### config.mk
export PLATFORM = sky130hd
export DESIGN_NAME = text_timecode_scanner
export DESIGN_NICKNAME = d
export VERILOG_FILES = /design/src/sv/ttc_pkg.sv /design/src/sv/text_timecode_scanner.sv /design/src/sv/ttc_front.sv /design/src/sv/ttc_slot.sv /design/src/sv/ttc_matcher.sv /design/src/sv/ttc_result.sv
export SDC_FILE = /design/constraint.sdc
export NUM_CORES = 2
export LEC_CHECK = 0
export BUFFER_PORTS_ARGS = -buffer_cell sky130_fd_sc_hd__buf_4
export CAP_MARGIN = 20
export CORE_MARGIN = 2
export CORE_UTILIZATION = 65
export CTS_CLUSTER_DIAMETER = 50
export CTS_CLUSTER_SIZE = 20
export DETAILED_ROUTE_END_ITERATION = 12
export PLACE_DENSITY_LB_ADDON = 0.12
export SLEW_MARGIN = 20
export SYNTH_ARGS = -nofsm -noshare
export SYNTH_HDL_FRONTEND = slang
export SYNTH_SLANG_ARGS = --single-unit
### constraint.sdc
create_clock -name aclk -period 21.2 [get_ports aclk]
set_input_delay 2.12 -clock aclk [delete_from_list [all_inputs] [get_ports aclk]]
set_output_delay 2.12 -clock aclk [all_outputs]
set_load 0.005 [all_outputs]
### src/sv/ttc_pkg.sv
// types, constants and codes shared by the time code scanner modules
`timescale 1ns / 1ps

package ttc_pkg;

    // attempt slots and field widths
    localparam int ATTEMPT_SLOTS  = 4;
    localparam int FIELD_SAT_BITS = 34;
    localparam int FIELD_ACC_W    = FIELD_SAT_BITS + 4;  // room for one decimal step
    localparam int CLAMP_W        = 34;  // holds the clamped range limit plus one
    localparam int MILLIS_W       = 10;
    localparam int MILLI_DIGITS   = 3;
    localparam int FRAC_CNT_W     = 2;

    // queue between front and matcher, depth is a power of two
    localparam int QUEUE_DEPTH = 4;
    localparam int QUEUE_PTR_W = $clog2(QUEUE_DEPTH);
    localparam int QUEUE_CNT_W = $clog2(QUEUE_DEPTH + 1);

    // result arithmetic widths
    localparam int HOUR_SEC_W  = 46;
    localparam int MIN_SEC_W   = 40;
    localparam int TOTAL_SEC_W = 46;
    localparam int SEC_NS_W    = 64;
    localparam int MS_NS_W     = 30;
    localparam int NS_W        = 63;

    // port widths
    localparam int IN_DATA_W  = 8;
    localparam int OUT_DATA_W = 64;
    localparam int OUT_USER_W = 2;

    // characters
    localparam logic [7:0] CHAR_ZERO   = 8'h30;
    localparam logic [7:0] CHAR_NINE   = 8'h39;
    localparam logic [7:0] CHAR_SPACE  = 8'h20;
    localparam logic [7:0] CHAR_TAB    = 8'h09;
    localparam logic [7:0] CHAR_CR     = 8'h0D;
    localparam logic [7:0] CHAR_COLON  = 8'h3A;
    localparam logic [7:0] CHAR_PERIOD = 8'h2E;
    localparam logic [7:0] CHAR_COMMA  = 8'h2C;

    // limits and scale factors
    localparam logic [FIELD_SAT_BITS-1:0] FIELD_MAX   = '1;
    localparam logic [FIELD_SAT_BITS-1:0] FIELD_LIMIT = FIELD_SAT_BITS'(64'd9223372036);
    localparam logic [CLAMP_W-1:0]        SECONDS_LIMIT = CLAMP_W'(64'd9223372036);
    localparam logic [CLAMP_W-1:0]        CLAMP_OVER    = CLAMP_W'(64'd9223372037);
    localparam logic [11:0]               SEC_PER_HOUR  = 12'd3600;
    localparam logic [5:0]                SEC_PER_MIN   = 6'd60;
    localparam logic [29:0]               NS_PER_SEC    = 30'd1000000000;
    localparam logic [19:0]               NS_PER_MS     = 20'd1000000;

    // character classes seen by the slots
    typedef enum logic [2:0] {
        CLS_OTHER,
        CLS_DIGIT,
        CLS_SPACE,
        CLS_COLON,
        CLS_POINT
    } char_class_t;

    // classified text byte as queued for the matcher
    typedef struct packed {
        char_class_t cls;
        logic [3:0]  digit;
        logic        run_start;
        logic        last;
    } text_item_t;

    // attempt slot stages
    typedef enum logic [3:0] {
        ST_IDLE,
        ST_HOURS,
        ST_SP_H,
        ST_SP_C1,
        ST_MINUTES,
        ST_SP_M,
        ST_SP_C2,
        ST_SECONDS,
        ST_SP_S,
        ST_SP_DOT,
        ST_FRAC
    } stage_t;

    // matcher to slot control
    typedef struct packed {
        logic step;
        logic start;
        logic clear;
    } slot_ctrl_t;

    // slot to matcher status
    typedef struct packed {
        logic free_next;
        logic done;
    } slot_status_t;

    // raw fields of a completing attempt
    typedef struct packed {
        logic [FIELD_SAT_BITS-1:0] hours;
        logic [FIELD_SAT_BITS-1:0] minutes;
        logic [FIELD_SAT_BITS-1:0] seconds;
        logic [MILLIS_W-1:0]       millis;
    } slot_fields_t;

    // clamped fields of the recorded match
    typedef struct packed {
        logic [CLAMP_W-1:0]  hours;
        logic [CLAMP_W-1:0]  minutes;
        logic [CLAMP_W-1:0]  seconds;
        logic [MILLIS_W-1:0] millis;
    } time_fields_t;

    // end of text summary handed to the result pipeline
    typedef struct packed {
        logic         found;
        time_fields_t fields;
    } match_summary_t;

    typedef enum logic [1:0] {
        STATUS_FOUND = 2'd0,
        STATUS_NONE  = 2'd1,
        STATUS_RANGE = 2'd2
    } scan_status_t;

endpackage

### src/sv/text_timecode_scanner.sv
// top level of the streaming time code scanner
`timescale 1ns / 1ps
// throughput: one text byte per cycle while no last byte waits for the result side, set
//   by the attempt slots that all update in parallel on each byte; one result word per
//   text, after its last byte; the result passes the queue, the summary register and the
//   arithmetic stages ending in the output register, and any output stall holds it
// reset: aresetn is synchronous, active low; it empties the queue, idles every slot, drops
//   any recorded match and clears all pipeline valids, no clearing pass is needed

module text_timecode_scanner
    import ttc_pkg::*;
(
    input  logic                  aclk,
    input  logic                  aresetn,

    // text byte stream
    input  logic                  s_tvalid,
    output logic                  s_tready,
    input  logic [IN_DATA_W-1:0]  s_tdata,   // [7:0] text_byte
    input  logic                  s_tlast,   // last_byte

    // result stream, one word per text
    output logic                  m_tvalid,
    input  logic                  m_tready,
    output logic [OUT_DATA_W-1:0] m_tdata,   // [62:0] time_ns, [63] zero
    output logic [OUT_USER_W-1:0] m_tuser    // [1:0] scan_status
);

    // classified bytes between front and matcher
    logic           q_valid;
    logic           q_ready;
    text_item_t     q_item;

    // end of text summary between matcher and result pipeline
    logic           sum_valid;
    logic           sum_ready;
    match_summary_t sum;

    // front: takes a word whenever the queue has room, never waits on the result side
    ttc_front u_front (
        .aclk    (aclk),
        .aresetn (aresetn),
        .s_tvalid(s_tvalid),
        .s_tready(s_tready),
        .s_tdata (s_tdata),
        .s_tlast (s_tlast),
        .q_valid (q_valid),
        .q_ready (q_ready),
        .q_item  (q_item)
    );

    // matcher: attempt slots advance on every queued byte until a match is recorded; only a last byte can stall here
    ttc_matcher u_matcher (
        .aclk     (aclk),
        .aresetn  (aresetn),
        .q_valid  (q_valid),
        .q_ready  (q_ready),
        .q_item   (q_item),
        .sum_valid(sum_valid),
        .sum_ready(sum_ready),
        .sum      (sum)
    );

    // result pipeline: seconds total, range checks, nanoseconds, output register
    ttc_result u_result (
        .aclk     (aclk),
        .aresetn  (aresetn),
        .sum_valid(sum_valid),
        .sum_ready(sum_ready),
        .sum      (sum),
        .m_tvalid (m_tvalid),
        .m_tready (m_tready),
        .m_tdata  (m_tdata),
        .m_tuser  (m_tuser)
    );

endmodule

### src/sv/ttc_front.sv
// input side: accepts text words, classifies each byte and queues it
`timescale 1ns / 1ps

module ttc_front
    import ttc_pkg::*;
(
    input  logic                 aclk,
    input  logic                 aresetn,
    input  logic                 s_tvalid,
    output logic                 s_tready,
    input  logic [IN_DATA_W-1:0] s_tdata,
    input  logic                 s_tlast,
    output logic                 q_valid,
    input  logic                 q_ready,
    output text_item_t           q_item
);

    text_item_t               queue_reg [QUEUE_DEPTH];
    logic [QUEUE_PTR_W-1:0]   wr_ptr_reg, wr_ptr_next;
    logic [QUEUE_PTR_W-1:0]   rd_ptr_reg, rd_ptr_next;
    logic [QUEUE_CNT_W-1:0]   count_reg, count_next;
    logic                     prev_digit_reg, prev_digit_next;
    text_item_t               in_item;
    logic                     push, pop;

    // byte classification
    always_comb begin
        in_item.cls   = CLS_OTHER;
        in_item.digit = '0;
        if (s_tdata >= CHAR_ZERO && s_tdata <= CHAR_NINE) begin
            in_item.cls   = CLS_DIGIT;
            in_item.digit = s_tdata[3:0];  // ascii digits sit at 0x30
        end else if (s_tdata == CHAR_SPACE || (s_tdata >= CHAR_TAB && s_tdata <= CHAR_CR)) begin
            in_item.cls = CLS_SPACE;
        end else if (s_tdata == CHAR_COLON) begin
            in_item.cls = CLS_COLON;
        end else if (s_tdata == CHAR_PERIOD || s_tdata == CHAR_COMMA) begin
            in_item.cls = CLS_POINT;
        end
        in_item.run_start = (in_item.cls == CLS_DIGIT) && !prev_digit_reg;
        in_item.last      = s_tlast;
    end

    assign s_tready = (count_reg != QUEUE_CNT_W'(QUEUE_DEPTH));
    assign q_valid  = (count_reg != '0);
    assign q_item   = queue_reg[rd_ptr_reg];
    assign push     = s_tvalid && s_tready;
    assign pop      = q_valid && q_ready;

    always_comb begin
        wr_ptr_next     = push ? wr_ptr_reg + 1'b1 : wr_ptr_reg;
        rd_ptr_next     = pop ? rd_ptr_reg + 1'b1 : rd_ptr_reg;
        count_next      = count_reg + QUEUE_CNT_W'(push) - QUEUE_CNT_W'(pop);
        prev_digit_next = prev_digit_reg;
        if (push) begin
            // digit runs never span two texts
            prev_digit_next = (in_item.cls == CLS_DIGIT) && !s_tlast;
        end
    end

    always_ff @(posedge aclk) begin
        if (!aresetn) begin
            wr_ptr_reg     <= '0;
            rd_ptr_reg     <= '0;
            count_reg      <= '0;
            prev_digit_reg <= 1'b0;
        end else begin
            wr_ptr_reg     <= wr_ptr_next;
            rd_ptr_reg     <= rd_ptr_next;
            count_reg      <= count_next;
            prev_digit_reg <= prev_digit_next;
        end
    end

    always_ff @(posedge aclk) begin
        if (push) begin
            queue_reg[wr_ptr_reg] <= in_item;
        end
    end

endmodule

### src/sv/ttc_slot.sv
// one match attempt slot: stage machine and saturating field accumulators
`timescale 1ns / 1ps

module ttc_slot
    import ttc_pkg::*;
(
    input  logic         aclk,
    input  logic         aresetn,
    input  slot_ctrl_t   ctrl,
    input  text_item_t   item,
    output slot_status_t status,
    output slot_fields_t fields
);

    stage_t                    stage_reg, stage_next, stage_adv;
    logic [FIELD_SAT_BITS-1:0] hours_reg, hours_next;
    logic [FIELD_SAT_BITS-1:0] minutes_reg, minutes_next;
    logic [FIELD_SAT_BITS-1:0] seconds_reg, seconds_next;
    logic [MILLIS_W-1:0]       millis_reg, millis_next;
    logic [FRAC_CNT_W-1:0]     frac_count_reg, frac_count_next;
    logic                      is_dig, is_sp, is_colon, is_point;
    logic                      frac_done;
    logic [FIELD_SAT_BITS-1:0] acc_src, acc_sat;
    logic [FIELD_ACC_W-1:0]    acc_wide;
    logic [MILLIS_W-1:0]       millis_acc;

    assign is_dig   = (item.cls == CLS_DIGIT);
    assign is_sp    = (item.cls == CLS_SPACE);
    assign is_colon = (item.cls == CLS_COLON);
    assign is_point = (item.cls == CLS_POINT);

    assign frac_done = (stage_reg == ST_FRAC) && is_dig
                       && (frac_count_reg == FRAC_CNT_W'(MILLI_DIGITS - 1));

    // stage advance on the current byte
    always_comb begin
        stage_adv = ST_IDLE;
        unique case (stage_reg)
            ST_IDLE: stage_adv = ST_IDLE;
            ST_HOURS: begin
                if (is_dig)        stage_adv = ST_HOURS;
                else if (is_sp)    stage_adv = ST_SP_H;
                else if (is_colon) stage_adv = ST_SP_C1;
            end
            ST_MINUTES: begin
                if (is_dig)        stage_adv = ST_MINUTES;
                else if (is_sp)    stage_adv = ST_SP_M;
                else if (is_colon) stage_adv = ST_SP_C2;
            end
            ST_SECONDS: begin
                if (is_dig)        stage_adv = ST_SECONDS;
                else if (is_sp)    stage_adv = ST_SP_S;
                else if (is_point) stage_adv = ST_SP_DOT;
            end
            ST_SP_H: begin
                if (is_sp)         stage_adv = ST_SP_H;
                else if (is_colon) stage_adv = ST_SP_C1;
            end
            ST_SP_M: begin
                if (is_sp)         stage_adv = ST_SP_M;
                else if (is_colon) stage_adv = ST_SP_C2;
            end
            ST_SP_S: begin
                if (is_sp)         stage_adv = ST_SP_S;
                else if (is_point) stage_adv = ST_SP_DOT;
            end
            ST_SP_C1: begin
                if (is_sp)       stage_adv = ST_SP_C1;
                else if (is_dig) stage_adv = ST_MINUTES;
            end
            ST_SP_C2: begin
                if (is_sp)       stage_adv = ST_SP_C2;
                else if (is_dig) stage_adv = ST_SECONDS;
            end
            ST_SP_DOT: begin
                if (is_sp)       stage_adv = ST_SP_DOT;
                else if (is_dig) stage_adv = ST_FRAC;
            end
            ST_FRAC: begin
                if (is_dig && !frac_done) stage_adv = ST_FRAC;
            end
            default: stage_adv = ST_IDLE;
        endcase
    end

    always_comb begin
        stage_next = stage_reg;
        if (ctrl.clear) begin
            stage_next = ST_IDLE;
        end else if (ctrl.start) begin
            stage_next = ST_HOURS;
        end else if (ctrl.step) begin
            stage_next = stage_adv;
        end
    end

    // shared accumulator for the field that is collecting digits
    always_comb begin
        unique case (stage_reg)
            ST_MINUTES: acc_src = minutes_reg;
            ST_SECONDS: acc_src = seconds_reg;
            default:    acc_src = hours_reg;
        endcase
        acc_wide = (FIELD_ACC_W'(acc_src) << 3) + (FIELD_ACC_W'(acc_src) << 1)
                 + FIELD_ACC_W'(item.digit);
        acc_sat  = (acc_wide[FIELD_ACC_W-1:FIELD_SAT_BITS] != '0)
                 ? FIELD_MAX : acc_wide[FIELD_SAT_BITS-1:0];
        millis_acc = (millis_reg << 3) + (millis_reg << 1) + MILLIS_W'(item.digit);
    end

    // field updates
    always_comb begin
        hours_next      = hours_reg;
        minutes_next    = minutes_reg;
        seconds_next    = seconds_reg;
        millis_next     = millis_reg;
        frac_count_next = frac_count_reg;
        if (ctrl.start) begin
            hours_next      = FIELD_SAT_BITS'(item.digit);
            minutes_next    = '0;
            seconds_next    = '0;
            millis_next     = '0;
            frac_count_next = '0;
        end else if (ctrl.step && is_dig) begin
            unique case (stage_reg)
                ST_HOURS:   hours_next   = acc_sat;
                ST_MINUTES: minutes_next = acc_sat;
                ST_SECONDS: seconds_next = acc_sat;
                ST_SP_C1:   minutes_next = FIELD_SAT_BITS'(item.digit);
                ST_SP_C2:   seconds_next = FIELD_SAT_BITS'(item.digit);
                ST_SP_DOT: begin
                    millis_next     = MILLIS_W'(item.digit);
                    frac_count_next = FRAC_CNT_W'(1);
                end
                ST_FRAC: begin
                    millis_next     = millis_acc;
                    frac_count_next = frac_count_reg + 1'b1;
                end
                default: ;
            endcase
        end
    end

    assign status.free_next = (stage_adv == ST_IDLE);
    assign status.done      = frac_done;
    assign fields.hours     = hours_reg;
    assign fields.minutes   = minutes_reg;
    assign fields.seconds   = seconds_reg;
    assign fields.millis    = millis_acc;

    always_ff @(posedge aclk) begin
        if (!aresetn) begin
            stage_reg <= ST_IDLE;
        end else begin
            stage_reg <= stage_next;
        end
    end

    always_ff @(posedge aclk) begin
        hours_reg      <= hours_next;
        minutes_reg    <= minutes_next;
        seconds_reg    <= seconds_next;
        millis_reg     <= millis_next;
        frac_count_reg <= frac_count_next;
    end

endmodule

### src/sv/ttc_matcher.sv
// back end: drives the attempt slots, records the leftmost match, emits end of text summary
`timescale 1ns / 1ps

module ttc_matcher
    import ttc_pkg::*;
(
    input  logic           aclk,
    input  logic           aresetn,
    input  logic           q_valid,
    output logic           q_ready,
    input  text_item_t     q_item,
    output logic           sum_valid,
    input  logic           sum_ready,
    output match_summary_t sum
);

    slot_ctrl_t    slot_ctrl   [ATTEMPT_SLOTS];
    slot_status_t  slot_status [ATTEMPT_SLOTS];
    slot_fields_t  slot_fields [ATTEMPT_SLOTS];

    logic          match_found_reg, match_found_next;
    time_fields_t  rec_reg, rec_next;
    logic          pop, step, clear, any_done, new_match, alloc_req, taken;
    logic [ATTEMPT_SLOTS-1:0] start_vec;
    slot_fields_t  pick;
    time_fields_t  pick_clamped;

    function automatic logic [CLAMP_W-1:0] clamp_field(input logic [FIELD_SAT_BITS-1:0] v);
        logic [CLAMP_W-1:0] r;
        r = (v > FIELD_LIMIT) ? CLAMP_OVER : v[CLAMP_W-1:0];
        return r;
    endfunction

    // a last byte waits until the result side can take its summary
    assign q_ready   = !q_item.last || sum_ready;
    assign pop       = q_valid && q_ready;
    assign step      = pop && !match_found_reg;
    assign clear     = pop && q_item.last;

    // lowest slot index wins among attempts completing together
    always_comb begin
        any_done = 1'b0;
        pick     = slot_fields[0];
        for (int k = ATTEMPT_SLOTS - 1; k >= 0; k--) begin
            if (slot_status[k].done) begin
                any_done = 1'b1;
                pick     = slot_fields[k];
            end
        end
    end

    assign new_match = step && any_done;
    assign alloc_req = step && !any_done && q_item.run_start;

    // new attempt goes to the first slot that is free after this byte
    always_comb begin
        taken = 1'b0;
        for (int k = 0; k < ATTEMPT_SLOTS; k++) begin
            start_vec[k] = alloc_req && slot_status[k].free_next && !taken;
            taken        = taken || start_vec[k];
        end
    end

    always_comb begin
        for (int k = 0; k < ATTEMPT_SLOTS; k++) begin
            slot_ctrl[k].step  = step;
            slot_ctrl[k].start = start_vec[k];
            slot_ctrl[k].clear = clear;
        end
    end

    generate
        for (genvar g = 0; g < ATTEMPT_SLOTS; g++) begin : g_slot
            ttc_slot u_slot (
                .aclk   (aclk),
                .aresetn(aresetn),
                .ctrl   (slot_ctrl[g]),
                .item   (q_item),
                .status (slot_status[g]),
                .fields (slot_fields[g])
            );
        end
    endgenerate

    always_comb begin
        pick_clamped.hours   = clamp_field(pick.hours);
        pick_clamped.minutes = clamp_field(pick.minutes);
        pick_clamped.seconds = clamp_field(pick.seconds);
        pick_clamped.millis  = pick.millis;

        match_found_next = clear ? 1'b0 : (match_found_reg || new_match);
        rec_next         = new_match ? pick_clamped : rec_reg;

        sum.found  = match_found_reg || new_match;
        sum.fields = match_found_reg ? rec_reg : pick_clamped;
    end

    assign sum_valid = q_valid && q_item.last;

    always_ff @(posedge aclk) begin
        if (!aresetn) begin
            match_found_reg <= 1'b0;
        end else begin
            match_found_reg <= match_found_next;
        end
    end

    always_ff @(posedge aclk) begin
        rec_reg <= rec_next;
    end

endmodule

### src/sv/ttc_result.sv
// result pipeline: seconds total, range checks, nanosecond conversion, output register
`timescale 1ns / 1ps

module ttc_result
    import ttc_pkg::*;
(
    input  logic                  aclk,
    input  logic                  aresetn,
    input  logic                  sum_valid,
    output logic                  sum_ready,
    input  match_summary_t        sum,
    output logic                  m_tvalid,
    input  logic                  m_tready,
    output logic [OUT_DATA_W-1:0] m_tdata,
    output logic [OUT_USER_W-1:0] m_tuser
);

    logic                   en;

    logic                   s0_valid_reg, s0_valid_next;
    match_summary_t         s0_sum_reg;

    logic                   s1_valid_reg, s1_valid_next;
    logic                   s1_found_reg;
    logic [HOUR_SEC_W-1:0]  s1_hour_sec_reg, s1_hour_sec_next;
    logic [MIN_SEC_W-1:0]   s1_min_sec_reg, s1_min_sec_next;
    logic [CLAMP_W-1:0]     s1_sec_reg;
    logic [MILLIS_W-1:0]    s1_millis_reg;

    logic                   s2_valid_reg, s2_valid_next;
    logic                   s2_found_reg;
    logic [TOTAL_SEC_W-1:0] s2_total_reg, s2_total_next;
    logic [MILLIS_W-1:0]    s2_millis_reg;

    logic                   s3_valid_reg, s3_valid_next;
    logic                   s3_found_reg;
    logic                   s3_over_reg, s3_over_next;
    logic [SEC_NS_W-1:0]    s3_sec_ns_reg, s3_sec_ns_next;
    logic [MS_NS_W-1:0]     s3_ms_ns_reg, s3_ms_ns_next;

    logic                   out_valid_reg, out_valid_next;
    scan_status_t           status_reg, status_next;
    logic [NS_W-1:0]        ns_reg, ns_next;
    logic [SEC_NS_W-1:0]    ns_sum;

    // whole pipeline moves together unless the output word is held
    assign en        = !out_valid_reg || m_tready;
    assign sum_ready = en;

    always_comb begin
        s0_valid_next  = sum_valid;
        s1_valid_next  = s0_valid_reg;
        s2_valid_next  = s1_valid_reg;
        s3_valid_next  = s2_valid_reg;
        out_valid_next = s3_valid_reg;

        s1_hour_sec_next = HOUR_SEC_W'(s0_sum_reg.fields.hours) * HOUR_SEC_W'(SEC_PER_HOUR);
        s1_min_sec_next  = MIN_SEC_W'(s0_sum_reg.fields.minutes) * MIN_SEC_W'(SEC_PER_MIN);

        s2_total_next = TOTAL_SEC_W'(s1_hour_sec_reg) + TOTAL_SEC_W'(s1_min_sec_reg)
                      + TOTAL_SEC_W'(s1_sec_reg);

        // product only matters when the total is within the limit
        s3_over_next   = s2_total_reg > TOTAL_SEC_W'(SECONDS_LIMIT);
        s3_sec_ns_next = SEC_NS_W'(s2_total_reg[CLAMP_W-1:0]) * SEC_NS_W'(NS_PER_SEC);
        s3_ms_ns_next  = MS_NS_W'(s2_millis_reg) * MS_NS_W'(NS_PER_MS);

        ns_sum      = s3_sec_ns_reg + SEC_NS_W'(s3_ms_ns_reg);
        status_next = STATUS_FOUND;
        ns_next     = ns_sum[NS_W-1:0];
        if (!s3_found_reg) begin
            status_next = STATUS_NONE;
            ns_next     = '0;
        end else if (s3_over_reg || ns_sum[SEC_NS_W-1]) begin
            status_next = STATUS_RANGE;
            ns_next     = '0;
        end
    end

    always_ff @(posedge aclk) begin
        if (!aresetn) begin
            s0_valid_reg  <= 1'b0;
            s1_valid_reg  <= 1'b0;
            s2_valid_reg  <= 1'b0;
            s3_valid_reg  <= 1'b0;
            out_valid_reg <= 1'b0;
        end else if (en) begin
            s0_valid_reg  <= s0_valid_next;
            s1_valid_reg  <= s1_valid_next;
            s2_valid_reg  <= s2_valid_next;
            s3_valid_reg  <= s3_valid_next;
            out_valid_reg <= out_valid_next;
        end
    end

    always_ff @(posedge aclk) begin
        if (en) begin
            s0_sum_reg      <= sum;

            s1_found_reg    <= s0_sum_reg.found;
            s1_hour_sec_reg <= s1_hour_sec_next;
            s1_min_sec_reg  <= s1_min_sec_next;
            s1_sec_reg      <= s0_sum_reg.fields.seconds;
            s1_millis_reg   <= s0_sum_reg.fields.millis;

            s2_found_reg    <= s1_found_reg;
            s2_total_reg    <= s2_total_next;
            s2_millis_reg   <= s1_millis_reg;

            s3_found_reg    <= s2_found_reg;
            s3_over_reg     <= s3_over_next;
            s3_sec_ns_reg   <= s3_sec_ns_next;
            s3_ms_ns_reg    <= s3_ms_ns_next;

            status_reg      <= status_next;
            ns_reg          <= ns_next;
        end
    end

    assign m_tvalid = out_valid_reg;
    assign m_tdata  = OUT_DATA_W'(ns_reg);
    assign m_tuser  = status_reg;

endmodule

==> out/summary.txt <==
Hold bufs inserted after CTS: 0
Post-cts resize count: 0
RSZ-0062 raised after global routing: no
Core area: 0.125 sq mm
Nets: 9609
Tcrit/Tclk final: 37.2%
Final Util: 70.5%
Met2 usage: 58.6%
DR vias: 63500
Synth Cell Area: 0.0818 sq mm
Routed Antenna Nets: 0
Die height: 359 um
Placer Congestion: 1.03
CTS tree: done
Top Usage Layer GRT: met2
Vias in the first global route: 62800
Critical Path Fanout Max: 7
Post-synth top flop: edfxtp_1
Per-cell routed wire length: 22.9 um
Rows: 130
Clock latency on the worst-skew pair: 770 ps
Worst slew pin tran: 1190 ps
Max Root-Sink Buffers: 3
Syn Inst Count: 8205
Slew HR: 20.3%
Share of cells above drive strength 1: 6.33%
Met1 usage: 45.2%
Worst reg2reg setup slack: 13310 ps
FF+latch area: 0.0274 sq mm
Critical path endpoint category: flop
Clk sinks: 1067
WP data arrival: 8380 ps
Largest net degree at the start of global routing: 87
DRC viols: 0
Startpoint types: flop
DR iter-0 viols: 6783
Hold endpoint: u_result.s1_millis_reg[8]
Drt via density: 6.41
Hold path start: u_result.s0_sum_reg[8]
Post-DP HPWL: 172000 um
Critical Path RT: 21680 ps
Routed Wire Length: 227000 um
Max_cap viols: 0
Reg2reg end: u_result.s3_sec_ns_reg[60]
Status: complete, no violations
Reg2Reg Depth: 23
Post-synthesis register bit count: 1067
Initial Utilization: 65.3%
Peak Freq: 0.127 GHz
Worst-path clk slew: 70 ps
H-tree depth: 3
Global Route Usage Sum: 35.1%
Die X: 359 um
Number of synthesis warnings: 0
Critical path type: reg2reg
HP Class: reg2reg
Final Critical Period: 7890 ps
Worst hold stages: 0
Multi-input logic area: 0.0500 sq mm
Worst r2r src: u_result.s2_total_reg[10]
Total global routing overflow: 0
Fillers: 9440
Root Driver: clkbuf_16
Die area: 0.129 sq mm
Unique cell type count in the Yosys netlist: 98
Num CTS Buffers: 118
Initial antenna violation count: 4
Final setup viols: 0
DR pass1 iterations: 9
Setup repair bufs after CTS: 0
Pre-CTS setup slack: 13380 ps
Final WS setup: 13310 ps
Grt met3 use: 5.68%
Post-synth EDFFs: 599
Clock Skew: 55.1 ps
Final setup TNS: 0 ps
Final Max Slew Viols: 0
Register area share after synthesis: 33.5%
Synthesis-to-finish area growth: 8.02%
Async SR Flop Fraction: 0%
Global-route wire length before repair: 352000 um
Hold violation total from the final report: 0
Syn Area/Cell: 9.97 sq um
# IOs: 81
Port Buffers: 73
worst max-delay path by stage:
stage | startpoint | end | slack, ps | cells past startpoint
6_report | u_result.s2_total_reg[10] | u_result.s3_sec_ns_reg[60] | 13310 | 23
5_1_grt | u_result.s2_total_reg[2] | u_result.s3_sec_ns_reg[63] | 12870 | 23
3_5_place_dp | u_result.s2_total_reg[0] | u_result.s3_sec_ns_reg[60] | 13380 | 23
2_1_floorplan | m_tready | u_result.m_tuser[0] | 9700 | 3
4_1_cts | u_result.s2_total_reg[0] | u_result.s3_sec_ns_reg[60] | 13360 | 23
3_3_place_gp | u_result.s2_total_reg[0] | u_result.s3_sec_ns_reg[60] | 13470 | 23
cell usage after synthesis, drive strengths merged (26+ instances only):
master	count	area, sq um
ha	923	11500
xor2	115	1010
o211ai	28	210
buf	87	438
a31oi	79	494
o22ai	64	400
clkbuf	265	995
a22oi	156	1170
or3	31	194
o21bai	67	503
nand4	48	300
edfxtp	599	18000
nor2	582	2180
nor3	168	841
nor4	31	221
a21oi	400	2020
o21a	59	443
nor2b	57	357
dfxtp	468	9370
fa	533	10700
a22o	234	2050
nand2	679	2550
and3	54	338
o2bb2ai	98	858
nand2b	127	795
a211oi	95	713
o31ai	63	473
inv	873	3280
and2	40	250
a21o	178	1340
o21ai	218	1090
o221ai	33	289
nand3	94	470
mux2	26	293
a221oi	40	350
xnor2	242	2120
critical path, stage by stage (launching register included):
cell	delay, ps
edfxtp_1	590
inv_1	210
fa_1	590
fa_1	440
fa_1	530
fa_1	470
fa_1	500
inv_1	60
fa_1	480
inv_1	50
fa_1	490
inv_1	40
ha_1	370
a21o_1	200
a21o_1	190
a2111oi_0	480
nor3_1	140
nand3_1	110
o2111ai_1	330
a41oi_1	430
a21oi_1	170
a41o_1	280
o41ai_1	350
xnor2_1	120
through the flow:
step | hold WS [ps] | area, sq um | instances
finish | 421 | 88300 | 9900
global route | 424 | 88300 | 9899
CTS | 421 | 88300 | 9893
detailed placement | 405 | 83900 | 9669
global placement | 401 | 83900 | 9669
floorplan | 400 | 81800 | 8211
metal layers:
| metal | share of wire (%) | vias up |
|---|---|---|
| met4 | 4.9 | 2 |
| met2 | 47 | 2771 |
| met1 | 40 | 30800 |
| met5 | 0.0048 | - |
| li1 | - | 29200 |
| met3 | 7.6 | 630 |
cell usage in the layout, fill, tap and decap left out, types with 160 or more instances in the layout:
cell type  count
nand2_1      675
nor2_1       565
a21o_1       178
dfxtp_1      467
o21ai_0      211
buf_4        160
fa_1         533
ha_1         923
inv_1        870
nor3_1       162
edfxtp_1     599
a22o_1       234
xnor2_1      242
a21oi_1      398
logic make-up (layout without fill, tap and decap cells):
kind of cell | after synthesis | after routing | share of synthesized area [%]
buffers and inverters | 1226 | 1259 | 5.76
AOI/OAI and AO/OA | 2044 | 2044 | 17.8
DFF | 1067 | 1067 | 33.5
xor gates and xnor gates | 357 | 357 | 3.82
other | 1 | 13 | 0.00459
muxes | 39 | 39 | 0.594
and+or+nand+nor | 2015 | 2015 | 11.4
adders and majority gates | 1456 | 1456 | 27.2
layout make-up:
type                       count  area share (%)
tap                         1650            2.34
clock inverter                96            1.45
multi-input combinational   5918            56.6
inverter                     874            3.72
timing repair buffer         161            1.37
antenna                        6          0.0170
clock buffer                 128            3.48
sequential                  1067            31.0
Power is not shown: default switching activity piles up to over one toggle a cycle in this logic, so the estimate is an artifact.
